===== src/hw/rtl/vtb_pkg.sv =====
// Shared constants and item types of the virtual timer bank
package vtb_pkg;

  localparam int NumTimers = 8;
  localparam int PinCount  = 16;

  localparam int CountW    = 32;
  localparam int PinW      = 4;
  localparam int MaskW     = 16;
  localparam int FlagW     = 8;
  localparam int IdW       = 3;
  localparam int UsedW     = $clog2(NumTimers + 1);

  // command codes
  localparam logic CMD_TICK = 1'b0;
  localparam logic CMD_ADD  = 1'b1;

  typedef struct packed {
    logic              cmd;
    logic [CountW-1:0] timeout_count;
    logic [PinW-1:0]   out_pin;
    logic              periodic;
  } vtb_in_t;

  typedef struct packed {
    logic [MaskW-1:0] toggle_mask;
    logic [FlagW-1:0] fired_flags;
    logic [IdW-1:0]   new_id;
    logic             bank_full;
  } vtb_out_t;

  // broadcast control seen by every timer cell
  typedef struct packed {
    logic              tick;
    logic              add;
    logic [CountW-1:0] timeout;
    logic [PinW-1:0]   pin;
    logic              periodic;
  } vtb_cell_ctrl_t;

endpackage


===== src/hw/rtl/vtb_cell.sv =====
// One timer cell: holds a single timer and passes the slot token and toggle mask on
module vtb_cell (
  input  logic                          clk_i,
  input  logic                          rst_ni,
  input  vtb_pkg::vtb_cell_ctrl_t       ctrl_i,
  input  logic                          claim_i,
  output logic                          claim_o,
  input  logic [vtb_pkg::MaskW-1:0]     mask_i,
  output logic [vtb_pkg::MaskW-1:0]     mask_o,
  output logic                          ready_next_o
);

  logic                          used_q, used_d;
  logic                          active_q, active_d;
  logic                          mode_q, mode_d;
  logic                          ready_q, ready_d;
  logic [vtb_pkg::PinW-1:0]      pin_q, pin_d;
  logic [vtb_pkg::CountW-1:0]    limit_q, limit_d;
  logic [vtb_pkg::CountW-1:0]    count_q, count_d;
  logic                          hit;
  logic                          fire;
  logic                          take;
  logic [vtb_pkg::MaskW-1:0]     pin_bit;

  // timeout reached, fire on a tick while enabled
  assign hit  = (count_q >= limit_q);
  assign fire = ctrl_i.tick && active_q && hit;

  // the first unused slot takes an add; pass the token past used slots
  assign take    = ctrl_i.add && claim_i && !used_q;
  assign claim_o = claim_i && used_q;

  // decode the pin; pins beyond the pin count toggle nothing
  always_comb begin
    pin_bit = '0;
    for (int j = 0; j < vtb_pkg::PinCount && j < vtb_pkg::MaskW; j++) begin
      pin_bit[j] = (pin_q == vtb_pkg::PinW'(j));
    end
  end

  assign mask_o = fire ? (mask_i ^ pin_bit) : mask_i;

  // next state of the timer
  always_comb begin
    used_d   = used_q;
    active_d = active_q;
    mode_d   = mode_q;
    ready_d  = ready_q;
    pin_d    = pin_q;
    limit_d  = limit_q;
    count_d  = count_q;
    if (take) begin
      used_d   = 1'b1;
      active_d = 1'b1;
      mode_d   = ctrl_i.periodic;
      ready_d  = 1'b0;
      pin_d    = ctrl_i.pin;
      limit_d  = ctrl_i.timeout;
      count_d  = '0;
    end else if (ctrl_i.tick && active_q) begin
      if (hit) begin
        ready_d = 1'b1;
        if (mode_q) begin
          count_d = '0;
        end else begin
          active_d = 1'b0;
        end
      end else begin
        count_d = count_q + vtb_pkg::CountW'(1);
        ready_d = 1'b0;
      end
    end
  end

  assign ready_next_o = ready_d;

  always_ff @(posedge clk_i or negedge rst_ni) begin
    if (!rst_ni) begin
      used_q   <= 1'b0;
      active_q <= 1'b0;
      mode_q   <= 1'b0;
      ready_q  <= 1'b0;
      pin_q    <= '0;
      limit_q  <= '0;
      count_q  <= '0;
    end else begin
      used_q   <= used_d;
      active_q <= active_d;
      mode_q   <= mode_d;
      ready_q  <= ready_d;
      pin_q    <= pin_d;
      limit_q  <= limit_d;
      count_q  <= count_d;
    end
  end

endmodule


===== src/hw/rtl/virtual_timer_bank_unit.sv =====
// Virtual timer bank top level: row of timer cells and the result register
// Latency: the result of an item is shown with done_o in the cycle after start_i.
// Throughput: one item per cycle; busy_o is never raised, every timer cell
// updates in parallel and the toggle mask ripples through the cell row.
// Reset: clears every timer (all disabled, flags low) and the slot count.
// The receiver cannot stall: each result is shown for exactly one cycle.
module virtual_timer_bank_unit (
  input  logic              clk_i,
  input  logic              rst_ni,
  input  logic              start_i,
  output logic              busy_o,
  input  vtb_pkg::vtb_in_t  item_i,
  output logic              done_o,
  output vtb_pkg::vtb_out_t result_o
);

  logic                          accept;
  vtb_pkg::vtb_cell_ctrl_t       ctrl;
  logic [vtb_pkg::NumTimers:0]   claim;
  logic [vtb_pkg::MaskW-1:0]     mask [vtb_pkg::NumTimers+1];
  logic [vtb_pkg::NumTimers-1:0] ready_next;
  logic                          full;
  logic [vtb_pkg::UsedW-1:0]     used_q, used_d;
  logic                          done_q;
  vtb_pkg::vtb_out_t             out_q, out_d;

  assign busy_o = 1'b0;
  assign accept = start_i && !busy_o;

  // broadcast the item to the cells
  always_comb begin
    ctrl.tick     = accept && (item_i.cmd == vtb_pkg::CMD_TICK);
    ctrl.add      = accept && (item_i.cmd == vtb_pkg::CMD_ADD);
    ctrl.timeout  = item_i.timeout_count;
    ctrl.pin      = item_i.out_pin;
    ctrl.periodic = item_i.periodic;
  end

  assign claim[0] = 1'b1;
  assign mask[0]  = '0;

  for (genvar i = 0; i < vtb_pkg::NumTimers; i++) begin : g_cell
    vtb_cell u_cell (
      .clk_i        (clk_i),
      .rst_ni       (rst_ni),
      .ctrl_i       (ctrl),
      .claim_i      (claim[i]),
      .claim_o      (claim[i+1]),
      .mask_i       (mask[i]),
      .mask_o       (mask[i+1]),
      .ready_next_o (ready_next[i])
    );
  end

  // token ran past every cell: no free slot left
  assign full = claim[vtb_pkg::NumTimers];

  // advance the slot count on a successful add
  always_comb begin
    used_d = used_q;
    if (ctrl.add && !full) begin
      used_d = used_q + vtb_pkg::UsedW'(1);
    end
  end

  // assemble the result
  always_comb begin
    out_d             = '0;
    out_d.toggle_mask = ctrl.tick ? mask[vtb_pkg::NumTimers] : '0;
    for (int i = 0; i < vtb_pkg::NumTimers && i < vtb_pkg::FlagW; i++) begin
      out_d.fired_flags[i] = ready_next[i];
    end
    if (ctrl.add) begin
      out_d.bank_full = full;
      out_d.new_id    = full ? '0 : vtb_pkg::IdW'(used_q);
    end
  end

  always_ff @(posedge clk_i or negedge rst_ni) begin
    if (!rst_ni) begin
      used_q <= '0;
      done_q <= 1'b0;
    end else begin
      used_q <= used_d;
      done_q <= accept;
    end
  end

  // hold the result until the next accepted item
  always_ff @(posedge clk_i) begin
    if (accept) begin
      out_q <= out_d;
    end
  end

  assign done_o   = done_q;
  assign result_o = out_q;

endmodule


===== config.mk =====
export PLATFORM = sky130hd
export DESIGN_NAME = virtual_timer_bank_unit
export DESIGN_NICKNAME = d
export VERILOG_FILES = /design/src/hw/rtl/vtb_pkg.sv /design/src/hw/rtl/vtb_cell.sv /design/src/hw/rtl/virtual_timer_bank_unit.sv
export SDC_FILE = /design/constraint.sdc
export NUM_CORES = 2
export LEC_CHECK = 0
export BUFFER_PORTS_ARGS = -buffer_cell sky130_fd_sc_hd__buf_2
export CAP_MARGIN = 15
export CORE_ASPECT_RATIO = 1.25
export CORE_MARGIN = 4
export CORE_UTILIZATION = 50
export CTS_CLUSTER_SIZE = 20
export DETAILED_ROUTE_END_ITERATION = 10
export GPL_ROUTABILITY_DRIVEN = 0
export GPL_TIMING_DRIVEN = 0
export PLACE_DENSITY = 0.72
export SYNTH_ARGS = -nofsm -noshare
export SYNTH_HDL_FRONTEND = slang
export SYNTH_HIERARCHICAL = 1
export SYNTH_SLANG_ARGS = --single-unit

===== constraint.sdc =====
create_clock -name clk_i -period 5 [get_ports clk_i]
set_clock_uncertainty 0.2 [all_clocks]
set_input_delay 0.25 -clock clk_i [delete_from_list [all_inputs] [get_ports clk_i]]
set_output_delay 0.25 -clock clk_i [all_outputs]
set_load 0.01 [all_outputs]

; ---- Word-level counts from Yosys, hierarchy flattened
; Index checks and enable logic that the tools add are counted.
; Widths: inputs -> output; s select.
[word_totals]
ff_bits = 609
input_bits = 41
out_inout_bits = 30
wordCells = 411
[classes]
addsub = 9
magnitude_cmp = 8
n_eq_ne = 136
mux = 96
bitwise_logic = 9
n_reduce_logical = 91
[ops]
columns = operator, count
row1 = $mux 32, 32
row2 = $add 32x1->32 const B, 8
row3 = $eq 4x4->1 const B, 64
row4 = $ge 32x32->1, 8
row5 = $eq 4x3->1 const B, 32
row6 = $mux 16, 8
row7 = $xor 16x16->16, 7
row8 = $eq 4x2->1 const B, 16
row9 = $mux 1, 56
row10 = $logic_and 1x1->1, 41
row11 = $eq 4x1->1 const B, 8
row12 = $logic_not 4->1, 8
row13 = $reduce_bool 2->1, 16
row14 = $ne 3x2->1 const B, 8
row15 = $reduce_and 3->1, 8
row16 = $ne 2x2->1 const B, 8
row17 = $reduce_and 2->1, 8
row18 = $logic_not 1->1, 9
row19 = $add 4x1->4 const B, 1
row20 = $not 1->1, 2
row21 = $reduce_or 2->1, 1

; ---- Depth between registers and ports, before layout
[logic_depth]
ltp_word = 19
mapped_depth = 18
depth_no_buf = 17

; ---- By module
; The synthesis kept the hierarchy.
[modules_own_cells]
columns = mod, n_inst, cells_per_inst, area_per_inst_um2, seq_area_each_um2
row1 = vtb_cell (g_cell[0].u_cell ...), 7, 507, 4388.0, 1801.7
row2 = vtb_cell (g_cell[7].u_cell), 1, 509, 4560.6, 1801.7
row3 = virtual_timer_bank_unit, 1, 67, 1179.9, 940.9

; ---- Worst setup path after synthesis
; Ideal clock, no wire load.
[synth_path]
path_type = register -> register
start = register g_cell[0].u_cell/count_q[14] (netlist bit)
end = register out_q, in the netlist result_o[16] (data pin)
setup_ns = 0.255
t_arrival_ns = 3.670
t_required_ns = 4.545
setup_slack_ns = 0.875
path_stages_with_launch = 18
path_buffers = 1
period_less_slack_ns = 4.125
path_cell_list = dfrtp_1 -> ha_1 -> and4_1 -> nand2_1 -> or4_1 -> a311o_1 -> nand2_1 -> clkbuf_1 -> nand3_1 -> xnor2_1 -> xnor2_1 -> xnor2_1 -> xnor2_1 -> xnor2_1 -> xnor2_1 -> xnor2_1 -> xor2_1 -> and2_1
[synth_lines]
columns = item, line
row1 = from (decl), vtb_cell.sv:19  ; logic [vtb_pkg::CountW-1:0] count_q, count_d;
row2 = from (signal assigned), vtb_cell.sv:93  ; count_q <= count_d;
row3 = to (signal assigned), virtual_timer_bank_unit.sv:92  ; out_q <= out_d;
row4 = to (decl), virtual_timer_bank_unit.sv:25  ; vtb_pkg::vtb_out_t out_q, out_d;

==> out/metrics.csv <==
metric;value;unit
initial DRC count;2794;
CP Data Required Time;5.15;ns
CP startpoint kind;flip-flop;
Vias;32000;
Crit Path Category;reg -> reg;
Seq/Total Area, Yosys;42.1;%
buffers inserted during post-CTS setup optimization;0;
sequential cell area;15400;um^2
Multi-input gate area;19100;um^2
Root Driver;clkbuf_16;
synthesized instance count;4125;
CTS tree;yes;
num rows;110;
Layout Nets;4631;
TritonCTS buffer count;67;
FFs w/ async S/R, synth;95.4;%
vias in the first global route;30700;
R2R cell count;15;
Max stage delay on crit path;0.57;ns
post-synth top area cell;dfrtp_1;
initial antenna violation count;1;
status;completed;
Critical Path, Cell by Cell;ha_1, and4_1, nand2_1, or4_1, a311o_1, nand2_1, nand4_1, xnor2_1, xnor2_1, xnor2_1, xnor2_1, xnor2_1, xnor2_1, xor2_1, and2_1;
clock sinks;608;
unrepaired setup endpoints after global routing;false;
Tmin final;4.70;ns
synth unique cells;67;
Antenna Nets Post-Route;0;
Placement Cell Area;38200;um^2
CTS Buffer Depth;3;
dpl hpwl;74800;um
Hold WC Path Type;in -> reg;
synth warn;6;
Die W;250;um
Reg-to-Reg Start;g_cell[1].u_cell/count_q[14];
most used cell, CP;xnor2_1;
Core ar.;72100;um^2
I/O Buffers;69;
Remaining Overflow, GRT;0;
Fillers;6518;
VDD IR max;289;uV
met1 Use GR;35.5;%
htree depth;3;
top cell type's share of synthesized area;39.8;%
final instance area;40900;um^2
reg2reg end;result_o[18];
layout cells sized above 1;7.26;%
final worst-path cycle share;94.1;%
GRT Max-Usage Layer;met2;
most frequent cells in the layout;nand2_1, dfrtp_1, inv_1;
PD cells;429;nW/um^2
r2r setup slk;0.30;ns
Synth Flop Type;dfrtp_1;
drt total wl;108000;um
P_leak;19.4;nW
final hold vios;0;
Post-synth EDFFs;28;
Die Area;77300;um^2
Final Max Slew Viols;0;
I/O pin cnt;71;
drt via density;6.00;
crit path to;result_o[18];
first-pass GRT wire length;169000;um
largest net degree at the start of global routing;116;
CP startpoint;g_cell[1].u_cell/count_q[14];
drt wl/cell;20.3;um
GRT Total Usage;27.5;%
Final setup viols;0;
DRC;0;
Slew headroom;22.5;%
Initial Utilization;50.5;%
clock slew at reported path FFs;0.06;ns
Crit-path slowest cell;or4_1;
Post-Syn Area;36500;um^2
CP endpoint kind;flip-flop;
Mean Syn Cell Area;8.84;um^2
Synth area leaders;dfrtp_1, ha_1, nand2_1;
die height;310;um
commonest non-fill, non-tap cell in the layout;nand2_1;
total power;0.0175;W
MaxCap Viol Count;0;
1st-pass router iterations;6;
Worst Max-Slew Pin Slew;1.16;ns
largest fanout on the critical path;18;
GR Layer Usage met2;44.7;%
Worst Path Arrival;4.86;ns
FMAX;213;MHz
Syn-to-layout area delta;12.3;%
met3 Track Usage GR;4.34;%
flops & latches, synth;608;
Worst-Skew Late Latency;0.63;ns
==> logic make-up (layout without fill, tap and decap cells) <==
logic type               after synthesis  count (layout)  share of synthesized area [%]
XOR/XNOR                             130             130                           3.12
AO/OA/AOI/OAI                        792             792                           14.3
adder cells (fa/ha/maj)              265             265                           9.09
buffers and inverters                554             790                           5.82
other                                  2              21                         0.0206
AND/OR/NAND/NOR                     1764            1764                           25.2
multiplexers                          10              10                          0.319
flip-flops                           608             608                           42.1
==> synth_stat cells (all sizes together), types with 39 or more instances <==
| cell type | count |
|---|---|
| or4 | 64 |
| nor2b | 41 |
| a221o | 69 |
| xnor2 | 114 |
| nor3 | 57 |
| inv | 382 |
| o221ai | 45 |
| and3 | 152 |
| and2 | 48 |
| a211o | 56 |
| nand2 | 605 |
| dfrtp | 580 |
| or3 | 46 |
| nor2 | 169 |
| o21ai | 334 |
| a21oi | 100 |
| nand3 | 225 |
| nand4 | 154 |
| ha | 265 |
| o211ai | 39 |
| nor4 | 88 |
| clkbuf | 149 |
==> worst max-delay path: cells and delay by family, from the launching register on <==
kind                     cells  cell delay, ns
AO/OA/AOI/OAI                1            0.34
XOR/XNOR                     7            1.31
adder cells (fa/ha/maj)      1            0.34
flip-flops                   1            0.44
AND/OR/NAND/NOR              6            1.80
==> power breakdown <==
group | switching, W | total, W | internal [W]
logic | 0.00327 | 0.00532 | 0.00205
registers | 0.000799 | 0.00710 | 0.00630
clock network | 0.00212 | 0.00513 | 0.00301
total | 0.00619 | 0.0175 | 0.0114
==> worst min-delay path by stage <==
stage                                        from                            to  slack [ns]  cells past startpoint
after floorplan                            rst_ni                        done_o       -0.25                      0
after global placement    g_cell[5].u_cell/mode_q       g_cell[5].u_cell/mode_q        0.26                      2
after detailed placement                   rst_ni  g_cell[0].u_cell/limit_q[29]        0.05                      1
after CTS                                 start_i                        done_o        0.13                      1
after global routing                      start_i                        done_o        0.16                      1
final                                     start_i                        done_o        0.19                      1
==> final cells by class <==
cell class	instances	area share, %
antenna	2	0.0122
buffer	170	1.66
clock buffer	102	4.94
clock inverter	20	0.578
inverter	382	3.50
multi-input combinational	2980	46.6
sequential	608	37.5
tap	952	2.91
timing repair buffer	116	2.32
==> registers in the layout, summed over array words and instances (netlist names) <==
register / cells
used_q: 3
result_o: 28
g_cell.u_cell/used_q: 8
g_cell.u_cell/ready_q: 8
g_cell.u_cell/mode_q: 8
done_o: 1
g_cell.u_cell/active_q: 8
g_cell.u_cell/limit_q: 256
g_cell.u_cell/pin_q: 32
g_cell.u_cell/count_q: 256
==> stage by stage <==
stage | utilization, % | hold WS [ns] | worst slack (ns) | setup TNS, ns | instances
final | 56.7 | 0.186 | 0.295 | 0 | 5332
after global routing | 56.7 | 0.159 | 0.0570 | 0 | 5330
after CTS | 56.7 | 0.125 | 0.113 | 0 | 5332
after detailed placement | 53.0 | 0.0476 | -0.129 | -0.129 | 5169
after global placement | 52.8 | 0.264 | -8.98 | -5151.45 | 5163
after floorplan | - | -0.246 | 0.875 | 0 | 4142
==> per-layer routing <==
metal	wire, um	vias to the layer above
met5	0	-
met4	5650	0
met3	7380	246
met2	49900	1058
met1	45100	15500
li1	-	15200
==> timing repair <==
item | CTS | global route
pin swaps | 0 | 1
setup endpoints to repair | 1 | 8
endpoints found under the hold margin | 640 | 0
hold buffers | 41 | 0
gates resized for setup | 1 | 2
(Power assumes the default switching activity.)
